**src/rtl/core/cbm_pkg.sv**
```systemverilog
// Shared constants and types of the cartridge bank mapper.
// Used by every module below rtl/core; it depends on nothing else.
package cbm_pkg;

  localparam int RAM_BYTES_MAX = 32768;
  localparam int ROM_BANKS_MAX = 512;
  localparam int RAM_AW        = $clog2(RAM_BYTES_MAX);
  localparam int WIN_AW        = 13;
  localparam int RAM_BANK_W    = RAM_AW - WIN_AW;
  localparam int BANK_W        = $clog2(ROM_BANKS_MAX);
  localparam int CNT_W         = 10;
  localparam int STEP_W        = $clog2(BANK_W + 1);

  localparam logic [CNT_W-1:0] ROM_BANKS_CAP = CNT_W'(ROM_BANKS_MAX);
  localparam logic [15:0]      RAM_BANKED    = 16'(RAM_BYTES_MAX);

  localparam logic       CFG_ROM_BANK_COUNT = 1'b0;
  localparam logic       CFG_RAM_BYTES      = 1'b1;
  localparam logic       ACC_WRITE          = 1'b1;

  localparam logic [7:0] MODE_RAM_DATA = 8'h0A;
  localparam logic [7:0] MODE_ONE_A    = 8'h0C;
  localparam logic [7:0] MODE_ONE_B    = 8'h0D;
  localparam logic [7:0] BYTE_ONE      = 8'h01;
  localparam logic [7:0] BYTE_OPEN     = 8'hFF;

  typedef struct packed {
    logic load;
    logic exec;
    logic mod_start;
    logic mod_step;
  } cbm_cmd_t;

  typedef struct packed {
    logic bank_write;
    logic mod_done;
  } cbm_status_t;

endpackage

```
**src/rtl/core/cbm_ctrl.sv**
```systemverilog
// Controller: sequences accept, execute and the bank remainder steps.
// Depends on cbm_pkg for the command and status types.
module cbm_ctrl (
  input  logic                 clk,
  input  logic                 rst_n,
  input  logic                 start,
  input  cbm_pkg::cbm_status_t status,
  output cbm_pkg::cbm_cmd_t    cmd,
  output logic                 busy
);
  import cbm_pkg::*;

  typedef enum logic [1:0] {
    ST_IDLE,
    ST_EXEC,
    ST_MOD
  } state_t;

  state_t state_r;
  state_t state_nxt;
  logic   busy_r;

  assign busy = busy_r;

  always_comb begin
    cmd       = '0;
    state_nxt = state_r;
    case (state_r)
      ST_IDLE: begin
        if (start) begin
          cmd.load  = 1'b1;
          state_nxt = ST_EXEC;
        end
      end
      ST_EXEC: begin
        cmd.exec = 1'b1;
        if (status.bank_write) begin
          cmd.mod_start = 1'b1;
          state_nxt     = ST_MOD;
        end else begin
          state_nxt = ST_IDLE;
        end
      end
      ST_MOD: begin
        cmd.mod_step = 1'b1;
        if (status.mod_done) begin
          state_nxt = ST_IDLE;
        end
      end
      default: begin
        state_nxt = ST_IDLE;
      end
    endcase
  end

  always_ff @(posedge clk) begin
    if (!rst_n) begin
      state_r <= ST_IDLE;
      busy_r  <= 1'b0;
    end else begin
      state_r <= state_nxt;
      busy_r  <= (state_nxt != ST_IDLE);
    end
  end

endmodule

```
**config.mk**
```make
export PLATFORM = sky130hd
export DESIGN_NAME = cbm_ctrl
export DESIGN_NICKNAME = d
export VERILOG_FILES = /design/src/rtl/core/cbm_pkg.sv /design/src/rtl/core/cbm_ctrl.sv
export SDC_FILE = /design/constraint.sdc
export NUM_CORES = 1
export LEC_CHECK = 0
export ABC_AREA = 1
export BUFFER_PORTS_ARGS = -buffer_cell sky130_fd_sc_hd__clkbuf_2
export CORE_AREA = 2 2 39 41
export DETAILED_ROUTE_END_ITERATION = 10
export DIE_AREA = 0 0 41 43
export PLACE_DENSITY_LB_ADDON = 0.25
export SYNTH_ARGS = -nofsm -noshare
export SYNTH_HDL_FRONTEND = slang
export SYNTH_SLANG_ARGS = --single-unit
```
**constraint.sdc**
```tcl
create_clock -name clk -period 0.85 [get_ports clk]
set_clock_uncertainty 0.05 [all_clocks]
set_input_delay 0.0425 -clock clk [delete_from_list [all_inputs] [get_ports clk]]
set_output_delay 0.0425 -clock clk [all_outputs]
set_load 0.05 [all_outputs]
```
==> results of run 1 <==
per-layer routing:
metal	vias up	global-route usage (%)	wire (um)	part of all wire, %
met1	79	6.73	154	35
met3	2	3.14	42	9.5
met4	0	10.0	19	4.3
li1	89	-	-	-
met5	-	0	0	0
met2	11	7.19	224	51
kinds of logic (layout without fill, tap and decap cells):
logic type,Yosys count,count (layout)
buffers and inverters,7,25
DFF,3,3
and+or+nand+nor,9,9
per-stage QoR:
| stage | utilization (%) | TNS [ns] |
|---|---|---|
| 6_report | 28.3 | -0.892 |
| 5_1_grt | 28.3 | -1.25 |
| 4_1_cts | 26.2 | -0.823 |
| 3_5_place_dp | 15.7 | -0.129 |
| 3_3_place_gp | 15.7 | -0.136 |
| 2_1_floorplan | - | -0.132 |
report_power, final:
group / internal (uW) / switching, uW
registers: 150 / 10.3
clock network: 176 / 77.0
logic: 89.0 / 97.7
total: 415 / 185
final timing paths:
kind | from | end | slack, ns
hold / removal | status[0] | state_r[1] | 0.15
hold reg to reg | state_r[1] | state_r[1] | 0.67
setup reg to reg | state_r[0] | busy | -0.10
setup / recovery | state_r[0] | cmd[3] | -0.18
timing repair:
action,4_1_cts,5_1_grt
pin swaps,3,3
hold endpoints to repair,2,0
gates resized for setup,21,8
buffers inserted,2,1
setup endpoints to repair,6,8
hold buffers,1,0
state kept, by name, indices dropped and copies added, names as in the netlist:
name	cells
busy	1
state_r	2
cells in the final DEF, fill, tap and decap left out:
master,count
nand2_4,1
dfxtp_4,1
nand3_2,1
inv_1,2
clkinv_4,1
nor2_2,1
nor2_4,1
inv_4,2
inv_2,2
clkbuf_2,4
nand2_1,3
dfxtp_2,1
clkbuf_1,1
clkbuf_4,3
buf_6,1
nand3_4,2
clkbuf_16,2
buf_4,3
buf_8,3
dlygate4sd3_1,1
dfxtp_1,1
cell type report:
class / instances / share of cell area [%]
timing repair buffer: 14 / 40.6
multi-input combinational: 9 / 21.7
sequential: 3 / 16.6
inverter: 7 / 9.27
clock buffer: 4 / 6.71
tap: 16 / 5.11
critical path, stage by stage (launching register included):
cell and delay [ns]:
dfxtp_4 0.36, inv_4 0.08, nand3_4 0.07, clkinv_4 0.05, clkbuf_16 0.14
==> reports/results.tsv, run 1 <==
metric	value	unit
min_path_type	primary input to flop	
fin_ws	-0.180	ns
grt_pass1_vias	180	
status	finished, violations left	
synth_area_per_cell	7.05	um2
critPathMaxFanout	3	
die_area	1760	um2
powerDensity	1530	nW/um2
cts_max_level	1	
hold_viol_final	0	
critPathKind	flop to output port	
synth_enable_flop_cells	0	
relSlewSlack	92.8	%
diodes	0	
ant_nets	0	
synth-seq-area-share	44.9	%
cts_tree	done	
ys_seq_elements	3	
root_buffer	clkbuf_4	
finalCritPeriodShare	121	%
cp-end-kind	output port	
final_cells	53	
seq_area	65.1	um2
rsz0062_at_grt	true	
dieWidth	41	um
fin_area	392	um2
fillers	162	
yosys.area_share.simple	35.5	%
drive_gt1_share	78.4	%
finalSetupViolCount	7	
cts_buffer_depth	2	
fmax	971	MHz
dpl.hpwl	261	um
post_drt_wl_per_cell	8.30	um
synthAdderAreaFrac	0	%
rows	14	
slew_viol_final	0	
numCtsBuffers	3	
syn_to_final_growth	193	%
port_buffers	9	
gp_congestion	0.597	
drv_cap	0	
die_h	43	um
synth_top_family_by_area	simple AND/OR/NAND/NOR gates	
dr.first_iter.drc_count	0	
drt_wl_total	440	um
pre_cts_slack	-0.0763	ns
start_kind	flop	
holdPathStages	6	
power	600	uW
violations	setup timing	
hold_slack	0.147	ns
grt_usage	6.52	%
grt_pass1_wl	655	um
grt_overflow	0	
synthDominantCellAreaShare	44.9	%
reg2reg_depth	6	
post-route-drc-count	0	
final.min_clock_period	1.03	ns
clock_latency	0.23	ns
viasPerCell	3.42	
synth_nets	24	
cp_data_arrival_time	0.94	ns
multi_input_area	85.1	um2
io_pins	10	
p_leak	0.000201	uW
clock-sinks	3	
via_count	181	
synth_top_cell_by_area	dfxtp_1	
antenna_found_initial	0	
syn_area	134	um2
async_reset_ff_share	0	%
cp.required	0.76	ns
dp_cells	45	
synthTopCellsByCount	4 x inv_1, 4 x nand2_1, 3 x dfxtp_1, 3 x inv_2	
tightestPinTransition	0.108	ns
floorplan.initialDensity	9.67	%
coreArea	1380	um2
synth-compound-area-share	0	%
synth_area_leaders	dfxtp_1 45%, nand3_2 15%, inv_1 11%	
ys.flop_type	dfxtp_1	
syn-instance-count	19	
firstDrtPassIters	1	
muxShareOfSynthArea	0	%
yosys_warnings	0	
grt_max_degree	4	
clk_pin_slew	0.04	ns
fin_nets	43	
synthXorXnorAreaFrac	0	%
ys_types	7	
vdd_drop_max	0.000357	V
placed_area	218	um2
Note: power is estimated with default switching activity, not from simulation.
==> run 2: changes to the inputs <==
==> constraint.sdc (replaced) <==
create_clock -name clk -period 1.1 [get_ports clk]
set_clock_uncertainty 0.05 [all_clocks]
set_input_delay 0.055 -clock clk [delete_from_list [all_inputs] [get_ports clk]]
set_output_delay 0.055 -clock clk [all_outputs]
set_load 0.05 [all_outputs]
==> reports/results.tsv, run 2 (synthesized netlist as in run 1, its figures left out) <==
metric	value	unit	change
clk_pin_slew	0.04	ns	about the same
r2r_setup_slack	0.31	ns	+0.41 ns
viasPerCell	3.08		-9.8%
floorplan.initialDensity	9.67	%	unchanged
post-route-drc-count	0		unchanged
io_pins	10		unchanged
start_kind	flop		
p_int	285	uW	-31%
vdd_drop_max	0.000562	V	+58%
die_h	43	um	unchanged
dpl.hpwl	264	um	+1.3%
numCtsBuffers	3		unchanged
die_area	1760	um2	unchanged
relSlewSlack	81.5	%	-11 points
min_path_type	primary input to flop		
fin_area	267	um2	-32%
power	405	uW	-32%
fin_nets	39		-9.3%
grt_overflow	0		unchanged
worstHoldStart	start		
cts_max_level	1		unchanged
grt_usage	5.41	%	-1.1 points
via_count	151		-17%
final_cell_mix	5 x clkbuf_2, 4 x inv_1, 4 x nand2_1		
placed_area	199	um2	-8.6%
clock-sinks	3		unchanged
finalSetupViolCount	0		-7
final_util	19.3	%	-9.0 points
cp_data_arrival_time	0.93	ns	about the same
drv_cap	0		unchanged
cp-end-kind	output port		
fillers	170		+4.9%
finalCritPeriodShare	94.5	%	
final_cells	49		-7.5%
port_buffers	9		unchanged
seqPwrFrac	29.8	%	+3.1 points
final_common_cell	clkbuf_2		
cp_slowest_cell	dfxtp_2		
tightestPinTransition	0.279	ns	+0.171 ns
critical-path-max-stage-delay	0.33	ns	-0.03 ns
dr.first_iter.drc_count	3		+3
critPathKind	flop to output port		
top_register	state_r		
grt_pass1_wl	579	um	-12%
path_cells	inv_2 > nand3_2 > inv_2 > clkbuf_8		
grt_max_degree	4		unchanged
cp.required	1.00	ns	+0.24 ns
crit_family	flip-flops		
rsz0062_at_grt	false		
p_leak	0.000163	uW	-19%
ant_nets	0		unchanged
drive_gt1_share	57.6	%	-21 points
syn_to_final_growth	99.1	%	
grt_pass1_vias	181		+0.56%
final.min_clock_period	1.04	ns	
firstDrtPassIters	2		+1
pwr-share-clk	47.3	%	+5.1 points
diodes	0		unchanged
powerDensity	1520	nW/um2	-0.70%
rows	14		unchanged
cts_buffer_depth	2		unchanged
post_drt_wl_per_cell	6.88	um	-17%
critPathMostFrequentCell	inv_2		
dieWidth	41	um	unchanged
largest_register_ffs	2		unchanged
drt_wl_total	337	um	-23%
coreArea	1380	um2	unchanged
crit_start	state_r[0]		
p_comb_share	22.9	%	-8.2 points
hold_viol_final	0		unchanged
fmax	962	MHz	
swShare	29.6	%	-1.2 points
fin_setup_tns	0	ns	+0.892 ns
clock_latency	0.23	ns	about the same
dp_cells	44		-2.2%
slew_viol_final	0		unchanged
rr_startpoint	state_r[0]		
critical_path_buf_inv_count	3		unchanged
status	finished, final reports clean		
antenna_found_initial	0		unchanged
root_buffer	clkbuf_4		
gp_congestion	0.594		-0.55%
power_switching	120	uW	-35%
critPathMaxFanout	3		unchanged
cts_tree	done		
-- run 2: per-stage QoR --
| step | hold WS (ns) | setup slack (ns) |
|---|---|---|
| detailed placement | 0.232 | 0.201 |
| global placement | 0.233 | 0.196 |
| global route | 0.145 | 0.00741 |
| finish | 0.106 | 0.0603 |
| floorplan | 0.121 | -0.0599 |
| CTS | 0.109 | 0.00377 |
-- run 2: worst paths after layout --
| path | end | cells after the start |
|---|---|---|
| setup / recovery | cmd[3] | 4 |
| hold / removal | state_r[0] | 5 |
| setup reg to reg | busy | 5 |
| hold reg to reg | state_r[1] | 4 |
-- run 2: worst reg2reg max path: stages (launching register included) --
cell and delay [ns]:
dfxtp_2 0.34, inv_2 0.05, nand3_1 0.06, nand2_1 0.05, nand2_1 0.07, nand2_1 0.06
-- run 2: timing repair --
item,CTS,global route
pin swaps,0,0
gates resized for setup,7,3
hold endpoints to repair,2,0
buffers inserted,0,0
hold buffers,1,0
setup endpoints to repair,4,4
cloned,0,0
-- run 2: power by group through the flow --
stage | clock network [uW] | registers [uW] | logic [uW]
after floorplan | 0 | 133 | 46.0
after global placement | 0 | 122 | 78.9
after detailed placement | 0 | 122 | 78.9
after CTS | 204 | 120 | 93.6
after global routing | 213 | 122 | 99.0
final | 192 | 121 | 92.9
-- run 2: layer usage --
| metal | vias up | track usage, % | share of wire [%] |
|---|---|---|---|
| met4 | 0 | 6.00 | 0 |
| met5 | - | 0 | 0 |
| met2 | 6 | 8.13 | 48 |
| li1 | 82 | - | - |
| met1 | 63 | 4.15 | 46 |
| met3 | 0 | 3.14 | 5.9 |
-- run 2: final cells by class --
| class | instances | area, um2 | area share [%] |
|---|---|---|---|
| timing repair buffer | 10 | 83.8 | 31.5 |
| sequential | 3 | 62.6 | 23.5 |
| multi-input combinational | 9 | 47.5 | 17.8 |
| clock buffer | 4 | 26.3 | 9.86 |
| inverter | 7 | 26.3 | 9.86 |
| tap | 16 | 20.0 | 7.51 |
==> run 3: changes to the inputs <==
--- a/config.mk
+++ b/config.mk
@@ -11,6 +11,7 @@
 export DETAILED_ROUTE_END_ITERATION = 10
 export DIE_AREA = 0 0 41 43
 export PLACE_DENSITY_LB_ADDON = 0.25
+export RECOVER_POWER = 25
 export SYNTH_ARGS = -nofsm -noshare
 export SYNTH_HDL_FRONTEND = slang
 export SYNTH_SLANG_ARGS = --single-unit
==> constraint.sdc (replaced) <==
create_clock -name clk -period 1.08 [get_ports clk]
set_clock_uncertainty 0.05 [all_clocks]
set_input_delay 0.054 -clock clk [delete_from_list [all_inputs] [get_ports clk]]
set_output_delay 0.054 -clock clk [all_outputs]
set_load 0.05 [all_outputs]
==> reports/results.tsv, run 3 (synthesized netlist as in run 1, its figures left out) <==
metric	value	unit	change
status	finished, final reports clean		
fillers	169		-0.59%
drive_gt1_share	57.6	%	unchanged
path_cells	inv_2 > nor2_1 > clkbuf_8		
drt_wl_total	335	um	-0.59%
post_drt_wl_per_cell	6.84	um	-0.59%
power_switching	124	uW	+2.9%
critPathMaxFanout	3		unchanged
p_comb_share	23.8	%	+0.9 points
die_area	1760	um2	unchanged
numCtsBuffers	3		unchanged
fmax	977	MHz	
final_cell_mix	5 x clkbuf_2, 4 x inv_1, 4 x nand2_1, 3 x inv_2, 3 x clkbuf_4		
largest_register_ffs	2		unchanged
start_kind	flop		
relSlewSlack	81.5	%	about the same
fin_ws	0.0564	ns	-0.00397 ns
pre_cts_slack	0.182	ns	-0.0190 ns
firstDrtPassIters	2		unchanged
via_count	151		unchanged
p_int	294	uW	+3.1%
cts_tree	done		
cp_data_arrival_time	0.92	ns	about the same
placed_area	199	um2	unchanged
cp.required	0.98	ns	-0.02 ns
rsz0062_at_grt	false		
cts_setup_buffers	0		unchanged
tightestPinTransition	0.278	ns	-0.000264 ns
viasPerCell	3.08		unchanged
powerDensity	1520	nW/um2	-0.22%
grt_max_degree	4		unchanged
seq_area	62.6	um2	unchanged
dr.first_iter.drc_count	3		unchanged
grt_pass1_vias	185		+2.2%
fin_setup_tns	0	ns	unchanged
pwr-share-clk	46.7	%	-0.6 points
antenna_found_initial	0		unchanged
critPathKind	flop to output port		
clk_pin_slew	0.04	ns	about the same
fin_area	275	um2	+3.3%
io_pins	10		unchanged
syn_to_final_growth	106	%	
drv_cap	0		unchanged
rows	14		unchanged
dieWidth	41	um	unchanged
gp_congestion	0.594		unchanged
ant_nets	0		unchanged
top_register	state_r		
final.min_clock_period	1.02	ns	
cts_max_level	1		unchanged
clock-sinks	3		unchanged
grt_pass1_wl	593	um	+2.4%
critical-path-max-stage-delay	0.33	ns	about the same
vdd_drop_max	0.000573	V	+1.9%
dpl.hpwl	264	um	unchanged
post-route-drc-count	0		unchanged
finalCritPeriodShare	94.8	%	
p_leak	0.000165	uW	+1.3%
slew_viol_final	0		unchanged
cp_slowest_cell	dfxtp_2		
diodes	0		unchanged
min_path_type	primary input to flop		
grt_usage	5.51	%	+0.10 points
cp-end-kind	output port		
swShare	29.6	%	-0.034 points
die_h	43	um	unchanged
multi_input_area	47.5	um2	unchanged
hold_viol_final	0		unchanged
root_buffer	clkbuf_4		
finalSetupViolCount	0		unchanged
coreArea	1380	um2	unchanged
final_common_cell	clkbuf_2		
seqPwrFrac	29.5	%	-0.3 points
grt_overflow	0		unchanged
floorplan.initialDensity	9.67	%	unchanged
final_util	19.9	%	+0.63 points
cts_buffer_depth	2		unchanged
fin_nets	39		unchanged
clock_latency	0.23	ns	about the same
port_buffers	9		unchanged
==> run 3: cell count changes in the layout (fill, tap and decap cells not counted), sizes merged <==
cell	delta
clkbuf	-1
buf	+1
==> run 3: stage by stage <==
stage / hold WS (ns) / std cells / total power (uW)
global route: 0.152 / 49 / 446
global placement: 0.232 / 44 / 205
detailed placement: 0.231 / 44 / 204
finish: 0.113 / 49 / 418
floorplan: 0.120 / 19 / 182
CTS: 0.100 / 49 / 428
==> run 3: worst paths after layout <==
check / start / to / slack, ns / cells past startpoint
worst max-delay path: state_r[1] / cmd[0] / 0.06 / 3
worst min-delay path: start / state_r[0] / 0.11 / 5
worst max register to register: state_r[0] / busy / 0.28 / 5
worst min register to register: state_r[1] / state_r[1] / 0.54 / 4
==> run 3: worst max-delay path, delay by kind of cell (launching register included) <==
family	cells	cell delay [ns]
buffers and inverters	2	0.25
DFF	1	0.33
and+or+nand+nor	1	0.11
==> run 3: area by class of cell <==
type / count / share of cell area [%]
sequential: 3 / 22.7
tap: 16 / 7.27
clock buffer: 4 / 9.55
inverter: 7 / 9.55
timing repair buffer: 10 / 33.6
multi-input combinational: 9 / 17.3
==> run 3: repair_timing <==
item / 4_1_cts / 5_1_grt
cloned: 0 / 0
setup endpoints to repair: 4 / 2
hold buffers: 1 / 0
resized for setup: 10 / 2
hold endpoints to repair: 2 / 0
pin swaps: 0 / 0
==> run 3: layer usage <==
| metal | track usage, % | routed length, um |
|---|---|---|
| met1 | 4.47 | 149 |
| met2 | 8.13 | 162 |
| met3 | 3.14 | 24 |
| met4 | 6.00 | 0 |
| met5 | 0 | 0 |
==> run 3: power groups by stage <==
| stage | sequential, uW | combinational, uW | clock (uW) |
|---|---|---|---|
| 2_1_floorplan | 135 | 46.8 | 0 |
| 3_3_place_gp | 124 | 80.3 | 0 |
| 3_5_place_dp | 124 | 80.3 | 0 |
| 4_1_cts | 123 | 97.3 | 208 |
| 5_1_grt | 124 | 106 | 217 |
| 6_report | 123 | 99.5 | 195 |
